File: config.mk
export PLATFORM = sky130hd
export DESIGN_NAME = tqcp_control
export DESIGN_NICKNAME = d
export VERILOG_FILES = /design/src/rtl/two_queue_cache_policy_defines.svh /design/src/rtl/tqcp_pkg.sv /design/src/rtl/tqcp_control.sv
export SDC_FILE = /design/constraint.sdc
export NUM_CORES = 1
export LEC_CHECK = 0
export ABC_AREA = 1
export BUFFER_PORTS_ARGS = -buffer_cell sky130_fd_sc_hd__buf_2
export CAP_MARGIN = 20
export CORE_AREA = 2 2 39 41
export CTS_BUF_LIST = sky130_fd_sc_hd__clkbuf_8
export DETAILED_ROUTE_END_ITERATION = 6
export DIE_AREA = 0 0 41 43
export GPL_TIMING_DRIVEN = 0
export PLACE_DENSITY_LB_ADDON = 0.05
export SLEW_MARGIN = 25
export SYNTH_ARGS = -nofsm -noshare
export SYNTH_HDL_FRONTEND = slang
export SYNTH_SLANG_ARGS = --single-unit
File: constraint.sdc
create_clock -name clock -period 2.1 [get_ports clock]
set_input_delay 0 -clock clock [delete_from_list [all_inputs] [get_ports clock]]
set_output_delay 0 -clock clock [all_outputs]
set_load 0.03 [all_outputs]
File: src/rtl/two_queue_cache_policy_defines.svh
// Assertion macros for the two-queue cache policy datapath RTL
`ifndef TWO_QUEUE_CACHE_POLICY_DEFINES_SVH
`define TWO_QUEUE_CACHE_POLICY_DEFINES_SVH
`ifndef SYNTH
`define TQCP_ASSERT(lbl, clk, rst, expr, msg) \
   lbl: assert property (@(posedge clk) disable iff (rst) (expr)) else $error(msg);
`define TQCP_ASSERT_NEXT(lbl, clk, rst, ante, cons, msg) \
   lbl: assert property (@(posedge clk) disable iff (rst) (ante) |=> (cons)) else $error(msg);
`else
`define TQCP_ASSERT(lbl, clk, rst, expr, msg)
`define TQCP_ASSERT_NEXT(lbl, clk, rst, ante, cons, msg)
`endif
`endif

File: src/rtl/tqcp_pkg.sv
// -----------------------------------------------------------------------------
// tqcp_pkg
// Shared types for the two-queue cache policy controller and datapath.
// -----------------------------------------------------------------------------
package tqcp_pkg;
   localparam int unsigned KeyWidth = 32;
   localparam int unsigned CapWidth = 7;

   typedef struct packed {
      logic capture;
      logic compare;
      logic ghost_remove;
      logic freq_mtf;
      logic evict;
      logic trim;
      logic ins_fresh;
      logic ins_freq;
   } cmd_type;

   typedef struct packed {
      logic cap_zero;
      logic ghost_hit;
      logic freq_hit;
      logic fresh_hit;
      logic need_evict;
   } status_type;
endpackage

File: src/rtl/tqcp_control.sv
// -----------------------------------------------------------------------------
// tqcp_control
// Sequencer: capture, compare, decide, evict loop, insert, respond.
// -----------------------------------------------------------------------------
module tqcp_control (
   input  logic                  clock,
   input  logic                  reset,
   input  logic                  start,
   output logic                  busy,
   output logic                  rsp_valid,
   output logic                  rsp_hit,
   input  tqcp_pkg::status_type  status,
   output tqcp_pkg::cmd_type     cmd
);
   import tqcp_pkg::*;

   localparam logic [2:0] StIdle   = 3'd0;
   localparam logic [2:0] StCmp    = 3'd1;
   localparam logic [2:0] StDecide = 3'd2;
   localparam logic [2:0] StEvict  = 3'd3;
   localparam logic [2:0] StInsert = 3'd4;
   localparam logic [2:0] StResp   = 3'd5;

   logic [2:0] state_ff, state_in;
   logic hit_ff, hit_in, promote_ff, promote_in;

   assign busy      = (state_ff != StIdle);
   assign rsp_valid = (state_ff == StResp);
   assign rsp_hit   = hit_ff;

   always_comb begin
      state_in   = state_ff;
      hit_in     = hit_ff;
      promote_in = promote_ff;
      cmd        = '0;
      unique case (state_ff)
         StIdle: begin
            if (start) begin
               cmd.capture = 1'b1;
               state_in    = StCmp;
            end
         end
         StCmp: begin
            cmd.compare = 1'b1;
            state_in    = StDecide;
         end
         StDecide: begin
            hit_in = 1'b0;
            priority if (status.cap_zero) begin
               state_in = StResp;
            end else if (status.ghost_hit) begin
               cmd.ghost_remove = 1'b1;
               promote_in       = 1'b1;
               state_in         = StEvict;
            end else if (status.freq_hit) begin
               cmd.freq_mtf = 1'b1;
               hit_in       = 1'b1;
               state_in     = StResp;
            end else if (status.fresh_hit) begin
               hit_in   = 1'b1;
               state_in = StResp;
            end else begin
               promote_in = 1'b0;
               state_in   = StEvict;
            end
         end
         StEvict: begin
            // one eviction per cycle until there is room
            if (status.need_evict) begin
               cmd.evict = 1'b1;
            end else begin
               cmd.trim = 1'b1;
               state_in = StInsert;
            end
         end
         StInsert: begin
            cmd.ins_freq  = promote_ff;
            cmd.ins_fresh = !promote_ff;
            state_in      = StResp;
         end
         StResp:  state_in = StIdle;
         default: state_in = StIdle;
      endcase
   end

   always_ff @(posedge clock) begin
      if (reset) begin
         state_ff   <= StIdle;
         hit_ff     <= 1'b0;
         promote_ff <= 1'b0;
      end else begin
         state_ff   <= state_in;
         hit_ff     <= hit_in;
         promote_ff <= promote_in;
      end
   end
endmodule

# Word-level counts from Yosys, hierarchy flattened
# Index checks and enable logic that the tools add are counted.
# Widths: inputs -> output; s select.
word_totals:
  ff_bits: 5
  latchBits: 0
  ram_bits: 0
  rom_bits: 0
  inputBits: 8
  output_inout_bits: 11
  wordCells: 44
  mem_count: 0
classes:
  add_sub_neg: 0
  multipliers: 0
  n_div: 0
  magnitude_cmp: 0
  eq_ne: 9
  shifts: 0
  muxes: 26
  bitwise_logic: 1
  reduce_logical: 5
ops:
  columns: ["op", "count"]
  rows:
  - ["$mux 3", 6]
  - ["$mux 1", 15]
  - ["$pmux 3 s5", 1]
  - ["$mux 2", 4]
  - ["$eq 3x2->1 const B", 2]
  - ["$eq 3x3->1 const B", 2]
  - ["$ne 2x1->1 const B", 2]
  - ["$ne 2x2->1 const B", 2]
  - ["$reduce_and 4->1", 1]
  - ["$eq 3x1->1 const B", 1]
  - ["$logic_not 3->1", 1]
  - ["$reduce_bool 3->1", 1]
  - ["$reduce_and 2->1", 1]
  - ["$logic_not 1->1", 1]
  - ["$not 1->1", 1]

# Longest topological paths before layout
# Gate-level depths: netlist of the first run.
depth:
  word_depth: 5
  mapped_depth: 7
  ltp_nobuf: 7

# Least setup slack after synthesis of the first run
# No wires, ideal clock.
synth_timing:
  kind: "flip-flop to output port"
  from: "register state_ff[0]"
  to: "output cmd[7] (netlist bit)"
  arrival_ns: 1.172
  t_required_ns: 2.100
  path_slack_ns: 0.928
  stages_incl_launch_ff: 4
  n_path_buf: 0
  cell_sequence: "dfxtp_1 > nor2_2 > nand2_1 > nor2_1"
synth_lines:
  columns: ["item", "line_no", "rtl"]
  rows:
  - ["start, declared", "tqcp_control.sv:24", "logic [2:0] state_ff, state_in;"]
  - ["start signal, assigned", "tqcp_control.sv:88", "state_ff <= StIdle;"]
  - ["start signal, assigned", "tqcp_control.sv:92", "state_ff <= state_in;"]
  - ["end, declared", "tqcp_control.sv:13", "output tqcp_pkg::cmd_type cmd"]

==> flow_summary_export.csv, run 1 <==
group,metric,value,unit
outcome,outcome,"completed",
routing,drcViolationCount,0,
timing,slew_viol_final,0,
critical_path,cp.arrival,1.27,ns
synth,ys_seq_area_frac,0.297,
min_path,worstHoldPathCells,2,
timing,slew_headroom,0.849,
routing,wl,814,um
timing,hold_viol,0,
timing,rsz0062_at_grt,"no",
die,start_util,0.243,
pwr,ir_drop,343,uV
grt,grt_use_met1,0.145,
flow_run,cap_viol_max_count,0,
synth,synthDistinctLibCells,14,
timing,period_share,0.606,
finish,multi_input_area,184,sq um
synth,syn_area,337,sq um
grt,grt_use_met2,0.141,
pwr,powerDensity,798,nW/um^2
grt,grt_usage,0.108,
critical_path,cp-end-kind,"primary output",
grt,grt.met3_usage,0.0157,
grt,grt_overflow,0,
grt,gr-max-usage-layer,"met1",
finish,final_common_cell,"buf_2",
grt,grt_pass1_vias,311,
pwr,p_seq_frac,0.289,
clock_network,cts_sinks,5,
die,fp.dieH,43,um
finish,fillCellCount,174,
pwr,finalPower,0.393,mW
routing,wl_per_cell,8.48,um
clock_network,clk_latency,0.22,ns
timing,setup_viol,0,
grt,antenna_found_initial,0,
finish,regArea,100,sq um
pwr,internal-power,0.264,mW
place,io_buffers,18,
finish,utilization,0.355,
critical_path,crit_type,"reg -> out",
finish,layout.nets,89,
pwr,switching_power,0.128,mW
pwr,p_comb_frac,0.275,
routing,drt_iter0_drc,3,
timing,period_needed,1.27,ns
clock_network,cts_tree,"done",
pwr,clkPwrFrac,0.437,
timing,setup_tns,0,ns
die,core,1380,sq um
routing,vias,381,
place,dp_hpwl,673,um
die,die_area,1760,sq um
finish,syn_to_final_growth,46.1,%
die,pin_count,19,
grt,grt_first_pass_wirelength,1.23,mm
min_path,hold_path_class,"in -> reg",
synth,syn_nets,66,
clock_network,cts_setup_buffers,0,
synth,ys_ff_latch,5,
finish,insertedDiodeCount,0,
clock_network,cts_buffer_depth,2,
clock_network,cts.repair.resized,0,
critical_path,start_kind,"flip-flop",
synth,synth.avg_cell_area,5.80,sq um
routing,vias_per_cell,3.97,
critical_path,r2r_cells,7,
synth,synthCells,58,
pwr,p_leak,0.300,nW
critical_path,critPathMaxFanout,7,
grt,grt_max_degree,9,
critical_path,r2r_slack,1.03,ns
clock_network,cts_max_level,1,
clock_network,root_buffer,"clkbuf_8",
die,die_w,41,um
clock_network,hold_buffers,0,
finish,final_cell_mix,"buf_2 (18), inv_1 (12), nand2_1 (12)",
finish,drive_gt1_frac,0.375,
pwr,p_sw_frac,0.326,
clock_network,path_clk_slew,0.03,ns
timing,hold_slack,0.0169,ns
timing,worst_pin_slew,0.224,ns
synth,synth_warnings,0,
timing,finClkSkew,0.000155,ns
die,row_count,14,
timing,timing.fmax,785,MHz
routing,first_pass_iters,4,
place,gp_congestion,0.669,
clock_network,cts-buffers-inserted,3,
critical_path,cp.required,2.10,ns
routing,ant_nets,0,
[state kept, by name, indices dropped and copies added (netlist names)]
register and flops:
rsp_hit 1, promote_ff 1, state_ff 3
[routing by layer]
layer  vias up  share of wire
li1        217              -
met1       154           0.50
met2         8           0.45
met3         2          0.036
met4         0         0.0074
met5         -              0
[per-stage QoR]
stage                     setup slack, ns  area, sq um  cells
after floorplan                     0.928          337     58
after global placement               1.01          447     92
after detailed placement             1.02          447     92
after CTS                           0.806          492     96
after global routing                0.733          492     96
final                               0.827          492     96
[power groups by stage]
stage / sequential, mW / clock, mW / combinational, mW
floorplan: 0.114 / 0 / 0.0789
global placement: 0.115 / 0 / 0.109
detailed placement: 0.115 / 0 / 0.109
CTS: 0.113 / 0.178 / 0.110
global route: 0.115 / 0.182 / 0.121
finish: 0.113 / 0.171 / 0.108
[worst paths after layout]
path / endpoint / start
hold / removal: state_ff[2]$_SDFFE_PP0P_ / reset
hold reg to reg: rsp_hit$_SDFFE_PP0P_ / rsp_hit$_SDFFE_PP0P_
setup reg to reg: state_ff[2]$_SDFFE_PP0P_ / state_ff[1]$_SDFFE_PP0P_
setup / recovery: cmd[4] / state_ff[1]$_SDFFE_PP0P_
[kinds of logic after synthesis]
logic type      after synthesis  share of synthesized area
buf+inv                      14                      0.156
compound gates                5                     0.0743
flops                         5                      0.297
simple gates                 34                      0.472
[cell usage after synthesis, drive strengths merged]
cell type	count	area share
nand3	6	0.089
inv	13	0.14
clkinv	1	0.011
o21ai	1	0.015
a21oi	4	0.059
nor2	10	0.13
and2	1	0.026
and3	1	0.019
dfxtp	5	0.30
nor3	1	0.015
nand2	15	0.19
[layout make-up]
type                            instances  area share
Timing Repair Buffer                   18       0.183
Sequential cell                         5       0.204
Tap cell                               16      0.0407
Multi-Input combinational cell         39       0.374
Clock buffer                            3      0.0840
Clock inverter                          1     0.00763
Inverter                               14       0.107
[worst max-delay path, cell delays in order, from the launching register on]
cell and delay, ns:
dfxtp_1 0.43, nand3_1 0.15, nor2_1 0.14, and3_1 0.15, buf_2 0.18
No activity file was read; power rests on OpenSTA's default activity.
==> run 2: changes to the inputs <==
==> constraint.sdc (replaced) <==
create_clock -name clock -period 1.07 [get_ports clock]
set_input_delay 0 -clock clock [delete_from_list [all_inputs] [get_ports clock]]
set_output_delay 0 -clock clock [all_outputs]
set_load 0.03 [all_outputs]
==> run 2 against run 1 <==
Effect of this change: clock skew increased by 0.0046 ns; register-to-register slack got worse by 1.1 ns; critical path depth increased by 3; the run now ends with negative setup slack left.
==> flow_summary_export.csv, run 2 (synthesis gave the netlist of run 1 again) <==
group,metric,value,unit
routing,first_pass_iters,2,
finish,layout.nets,97,
die,core,1380,sq um
timing,slew_headroom,0.828,
die,die_w,41,um
finish,insertedDiodeCount,0,
place,dp_cells,92,
grt,grt_max_degree,8,
routing,dr.max_layer_used,"met4",
pwr,powerDensity,1320,nW/um^2
timing,slew_viol_final,0,
die,fp.dieH,43,um
place,io_buffers,18,
finish,top_register,"state_ff",
routing,vias,431,
routing,drcViolationCount,0,
critical_path,max_stage_delay,0.34,ns
critical_path,critPathSlowestCell,"dfxtp_4",
routing,wl_per_cell,9.73,um
min_path,hold_path_class,"in -> reg",
flow_run,cap_viol_max_count,0,
finish,stdcell_count,104,
timing,worst_pin_slew,0.257,ns
die,start_util,0.243,
routing,m1WireLength,478,um
outcome,outcome,"finished with violations",
critical_path,start_kind,"flip-flop",
grt,antenna_found_initial,0,
outcome,failed_checks,"negative setup slack",
finish,largest_reg_flops,3,
routing,vias_per_cell,4.14,
critical_path,cp.required,1.18,ns
clock_network,cts_sinks,5,
clock_network,path_clk_slew,0.04,ns
timing,rsz0062_at_grt,"yes",
finish,syn_to_final_growth,107,%
grt,grt_overflow,0,
grt,grt_first_pass_wirelength,1.52,mm
timing,period_share,1.03,
timing,setup_viol,4,
critical_path,crit_family,"simple AND/OR/NAND/NOR gates",
finish,final_cell_mix,"buf_4 (11), inv_1 (8), nand2_1 (8), buf_2 (8), nand2_2 (7)",
grt,grt_pass1_vias,375,
critical_path,critPathMaxFanout,5,
die,pin_count,19,
finish,final_common_cell,"buf_4",
timing,timing.fmax,903,MHz
routing,route.met3.wl,33,um
routing,met2WireLength,493,um
routing,drt_iter0_drc,4,
timing,hold_viol,0,
timing,period_needed,1.11,ns
clock_network,clk_latency,0.22,ns
routing,ant_nets,0,
finish,drive_gt1_frac,0.682,
timing,finClkSkew,0.00475,ns
critical_path,cp_common_cell,"nand2_2",
clock_network,cts-buffers-inserted,3,
grt,grt_usage,0.133,
critical_path,critPathBufInv,2,
pwr,p_leak,0.357,nW
critical_path,cp.arrival,1.22,ns
critical_path,crit_chain,"inv_4 -> buf_6 -> nand2_2 -> nor2_4 -> nand3_2 -> nand2_2 -> a21oi_2",
die,row_count,14,
die,die_area,1760,sq um
clock_network,cts_tree,"done",
clock_network,cts_max_level,1,
timing,fin_ws,-0.0374,ns
critical_path,crit_type,"reg -> reg",
clock_network,hold_buffers,0,
place,gp_congestion,0.666,
critical_path,cp-end-kind,"flip-flop",
routing,wl,1.01,mm
clock_network,cts_buffer_depth,2,
finish,utilization,0.503,
pwr,ir_drop,674,uV
place,dp_hpwl,672,um
finish,fillCellCount,143,
clock_network,root_buffer,"clkbuf_8",
run 2: cell count changes in the layout (fill, tap and decap cells not counted), sizes merged:
cell    before  now
buf         18   25
clkbuf       3    4
run 2: routing by layer:
layer,track usage,up-vias
met5,0,-
met4,0.120,0
met3,0.0314,2
met2,0.156,8
met1,0.187,186
li1,-,235
run 2: metrics by stage:
stage	setup WS (ns)	setup TNS [ns]	instance area (sq um)	hold slack (ns)	power, mW
3_5_place_dp	-0.0138	-0.0138	454	0.240	0.446
5_1_grt	-0.0930	-0.614	696	0.0224	0.973
6_report	-0.0374	-0.109	696	0.00674	0.919
4_1_cts	-0.0647	-0.119	599	0.000674	0.840
3_3_place_gp	-0.0323	-0.0323	454	0.238	0.445
2_1_floorplan	0.0230	0	344	0.0661	0.383
run 2: path summary, 6_finish.rpt:
check                              to  cells past startpoint  slack [ns]                startpoint
max           promote_ff$_SDFFE_PP0P_                      7       -0.04  state_ff[2]$_SDFFE_PP0P_
min          state_ff[2]$_SDFFE_PP0P_                      2       0.007                     reset
max reg2reg   promote_ff$_SDFFE_PP0P_                      7       -0.04  state_ff[2]$_SDFFE_PP0P_
min reg2reg      rsp_hit$_SDFFE_PP0P_                      2        0.47      rsp_hit$_SDFFE_PP0P_
run 2: where the power goes:
group / internal [mW] / switching [mW] / leakage, nW / total (mW)
Combinational: 0.155 / 0.190 / 0.287 / 0.345
Clock: 0.246 / 0.0927 / 0.0269 / 0.339
Sequential: 0.204 / 0.0314 / 0.0429 / 0.235
Total: 0.605 / 0.314 / 0.357 / 0.919
run 2: layout make-up:
class | instances | area (sq um) | area share
clock buffers | 3 | 41.3 | 0.0594
repair buffers | 26 | 198 | 0.284
inverters | 14 | 57.6 | 0.0827
well taps | 16 | 20.0 | 0.0288
flip-flops and latches | 5 | 111 | 0.160
multi-input cells | 39 | 264 | 0.379
clock inverters | 1 | 3.75 | 0.00540
run 2: repair_timing:
item,in CTS,in global routing
pin swaps,2,8
buffers inserted,6,2
gates cloned,0,0
gates resized for setup,20,27
endpoints found under the setup margin,9,15
==> run 3: changes to the inputs <==
--- a/config.mk
+++ b/config.mk
@@ -6,12 +6,15 @@
 export NUM_CORES = 1
 export LEC_CHECK = 0
 export ABC_AREA = 1
+export ABC_CLOCK_PERIOD_IN_PS = 1070
 export BUFFER_PORTS_ARGS = -buffer_cell sky130_fd_sc_hd__buf_2
 export CAP_MARGIN = 20
-export CORE_AREA = 2 2 39 41
+export CELL_PAD_IN_SITES_DETAIL_PLACEMENT = 0
+export CELL_PAD_IN_SITES_GLOBAL_PLACEMENT = 1
+export CORE_MARGIN = 2
+export CORE_UTILIZATION = 24
 export CTS_BUF_LIST = sky130_fd_sc_hd__clkbuf_8
 export DETAILED_ROUTE_END_ITERATION = 6
-export DIE_AREA = 0 0 41 43
 export GPL_TIMING_DRIVEN = 0
 export PLACE_DENSITY_LB_ADDON = 0.05
 export SLEW_MARGIN = 25
==> run 3 against run 2 <==
Effect of this change: the run ends with negative hold slack, negative setup slack left; utilization decreased by 2.0 points; critical path type is now reg -> out; design area decreased by 9.7%; count of clock-buffer cells in the layout unchanged; combinational power decreased by 17%; highest routed layer unchanged; worst hold slack got worse by 0.0068 ns; sequential share of layout area increased by 1.3 points; largest power group is now the clock network; die area decreased by 2.5%; sequential power decreased by 4%; clock power decreased by 1%; routed wire length decreased by 6.0%; via count decreased by 1.6%.
==> flow_summary_export.csv, run 3 (synthesis gave the netlist of run 1 again) <==
group,metric,value,unit
finish,layout.nets,96,
grt,antenna_found_initial,0,
clock_network,cts_buffer_depth,2,
finish,top_register,"state_ff",
pwr,finalPower,0.845,mW
finish,final_cell_mix,"nand2_1 (12), buf_4 (11), inv_1 (10)",
clock_network,clk_latency,0.22,ns
critical_path,crit_type,"reg -> out",
clock_network,cts-buffers-inserted,3,
die,die_w,41.5,um
die,fp.dieH,41.5,um
place,gp_congestion,0.704,
timing,period_share,1.04,
pwr,internal-power,0.567,mW
timing,finClkSkew,0.00169,ns
timing,setup_viol,4,
timing,period_needed,1.11,ns
routing,first_pass_iters,3,
die,pin_count,19,
critical_path,r2r_slack,0,ns
min_path,hold_path_class,"in -> reg",
timing,hold_slack,-0.0000639,ns
routing,drcViolationCount,0,
die,start_util,0.259,
finish,utilization,0.483,
timing,slew_headroom,0.833,
clock_network,cts_tree,"done",
clock_network,root_buffer,"clkbuf_8",
place,dp_slack,-0.0226,ns
finish,fin_area,628,sq um
critical_path,r2r_cells,8,
flow_run,cap_viol_max_count,0,
routing,wl,951,um
grt,grt_max_degree,8,
routing,vias,424,
timing,timing.fmax,898,MHz
grt,grt_usage,0.112,
pwr,p_comb_frac,0.338,
min_path,hp-start,"reset",
pwr,clkPwrFrac,0.396,
routing,wl_per_cell,9.32,um
die,row_count,13,
min_path,whs_endpoint,"state_ff[2]$_SDFFE_PP0P_",
critical_path,start_kind,"flip-flop",
critical_path,cp.required,1.07,ns
routing,ant_nets,0,
place,io_buffers,18,
critical_path,cp-end-kind,"primary output",
timing,worst_pin_slew,0.249,ns
place,dpl_cell_area,453,sq um
place,dp_hpwl,685,um
clock_network,cts_sinks,5,
critical_path,r2r-start,"state_ff[2]$_SDFFE_PP0P_",
clock_network,cts_max_level,1,
finish,insertedDiodeCount,0,
pwr,p_leak,0.342,nW
pwr,p_seq_frac,0.266,
pwr,switching_power,0.278,mW
pwr,ir_drop,824,uV
finish,largest_reg_flops,3,
routing,vias_per_cell,4.16,
finish,syn_to_final_growth,86.6,%
timing,rsz0062_at_grt,"yes",
grt,grt_overflow,0,
clock_network,path_clk_slew,0.03,ns
critical_path,cp.arrival,1.11,ns
grt,grt_first_pass_wirelength,1.49,mm
timing,fin_ws,-0.0439,ns
finish,drive_gt1_frac,0.575,
outcome,outcome,"finished with violations",
pwr,powerDensity,1340,nW/um^2
finish,final_common_cell,"nand2_1",
grt,grt_pass1_vias,386,
routing,drt_iter0_drc,9,
outcome,failed_checks,"negative hold slack, negative setup slack",
die,core,1300,sq um
clock_network,hold_buffers,0,
timing,hold_viol,1,
pwr,p_sw_frac,0.329,
die,die_area,1720,sq um
timing,slew_viol_final,0,
min_path,worstHoldPathCells,2,
critical_path,reg2reg_to,"state_ff[1]$_SDFFE_PP0P_",
critical_path,critPathMaxFanout,4,
[run 3: what timing repair did]
action,CTS,global route
cloned,0,0
gates resized for setup,19,10
buffers inserted,5,2
pin swaps,2,4
endpoints found under the setup margin,9,14
[run 3: how the worst max path moves through the flow]
| stage | start | end | slack [ns] |
|---|---|---|---|
| 6_report | state_ff[0]$_SDFFE_PP0P_ | cmd[4] | -0.04 |
| 3_5_place_dp | state_ff[1]$_SDFFE_PP0P_ | state_ff[2]$_SDFFE_PP0P_ | -0.02 |
| 5_1_grt | state_ff[0]$_SDFFE_PP0P_ | cmd[4] | -0.11 |
| 3_3_place_gp | state_ff[1]$_SDFFE_PP0P_ | state_ff[2]$_SDFFE_PP0P_ | -0.05 |
| 2_1_floorplan | state_ff[0]$_SDFFE_PP0P_ | cmd[7] | 0.02 |
| 4_1_cts | state_ff[2]$_SDFFE_PP0P_ | cmd[4] | -0.06 |
[run 3: layout make-up]
type                            count  area, sq um
Tap cell                           15         18.8
Clock buffer                        3         41.3
Multi-Input combinational cell     39          219
Clock inverter                      1         3.75
Fill cell                         147          673
Sequential cell                     5          109
Timing Repair Buffer               25          184
Inverter                           14         52.6
[run 3: power by group through the flow]
stage                     clock network (mW)  registers, mW  logic, mW
after floorplan                            0          0.224      0.159
after global placement                     0          0.227      0.219
after detailed placement                   0          0.226      0.220
after CTS                              0.343          0.224      0.268
after global routing                   0.359          0.228      0.314
final                                  0.334          0.225      0.285
[run 3: through the flow]
step	setup TNS [ns]	std cells
3_3_place_gp	-0.0826	91
4_1_cts	-0.137	100
2_1_floorplan	0	58
6_report	-0.0735	102
5_1_grt	-0.640	102
3_5_place_dp	-0.0334	91
[run 3: worst max-delay path: stages (launching register included)]
cell	delay [ns]
dfxtp_4	0.35
inv_2	0.06
nand3_2	0.08
nor2_2	0.10
and3_1	0.17
buf_6	0.13
[run 3: per-layer routing]
| metal | share of wire | track usage | vias up |
|---|---|---|---|
| li1 | - | - | 231 |
| met1 | 0.49 | 0.150 | 179 |
| met2 | 0.46 | 0.153 | 12 |
| met3 | 0.032 | 0.0174 | 2 |
| met4 | 0.018 | 0.0968 | 0 |
| met5 | 0 | 0 | - |
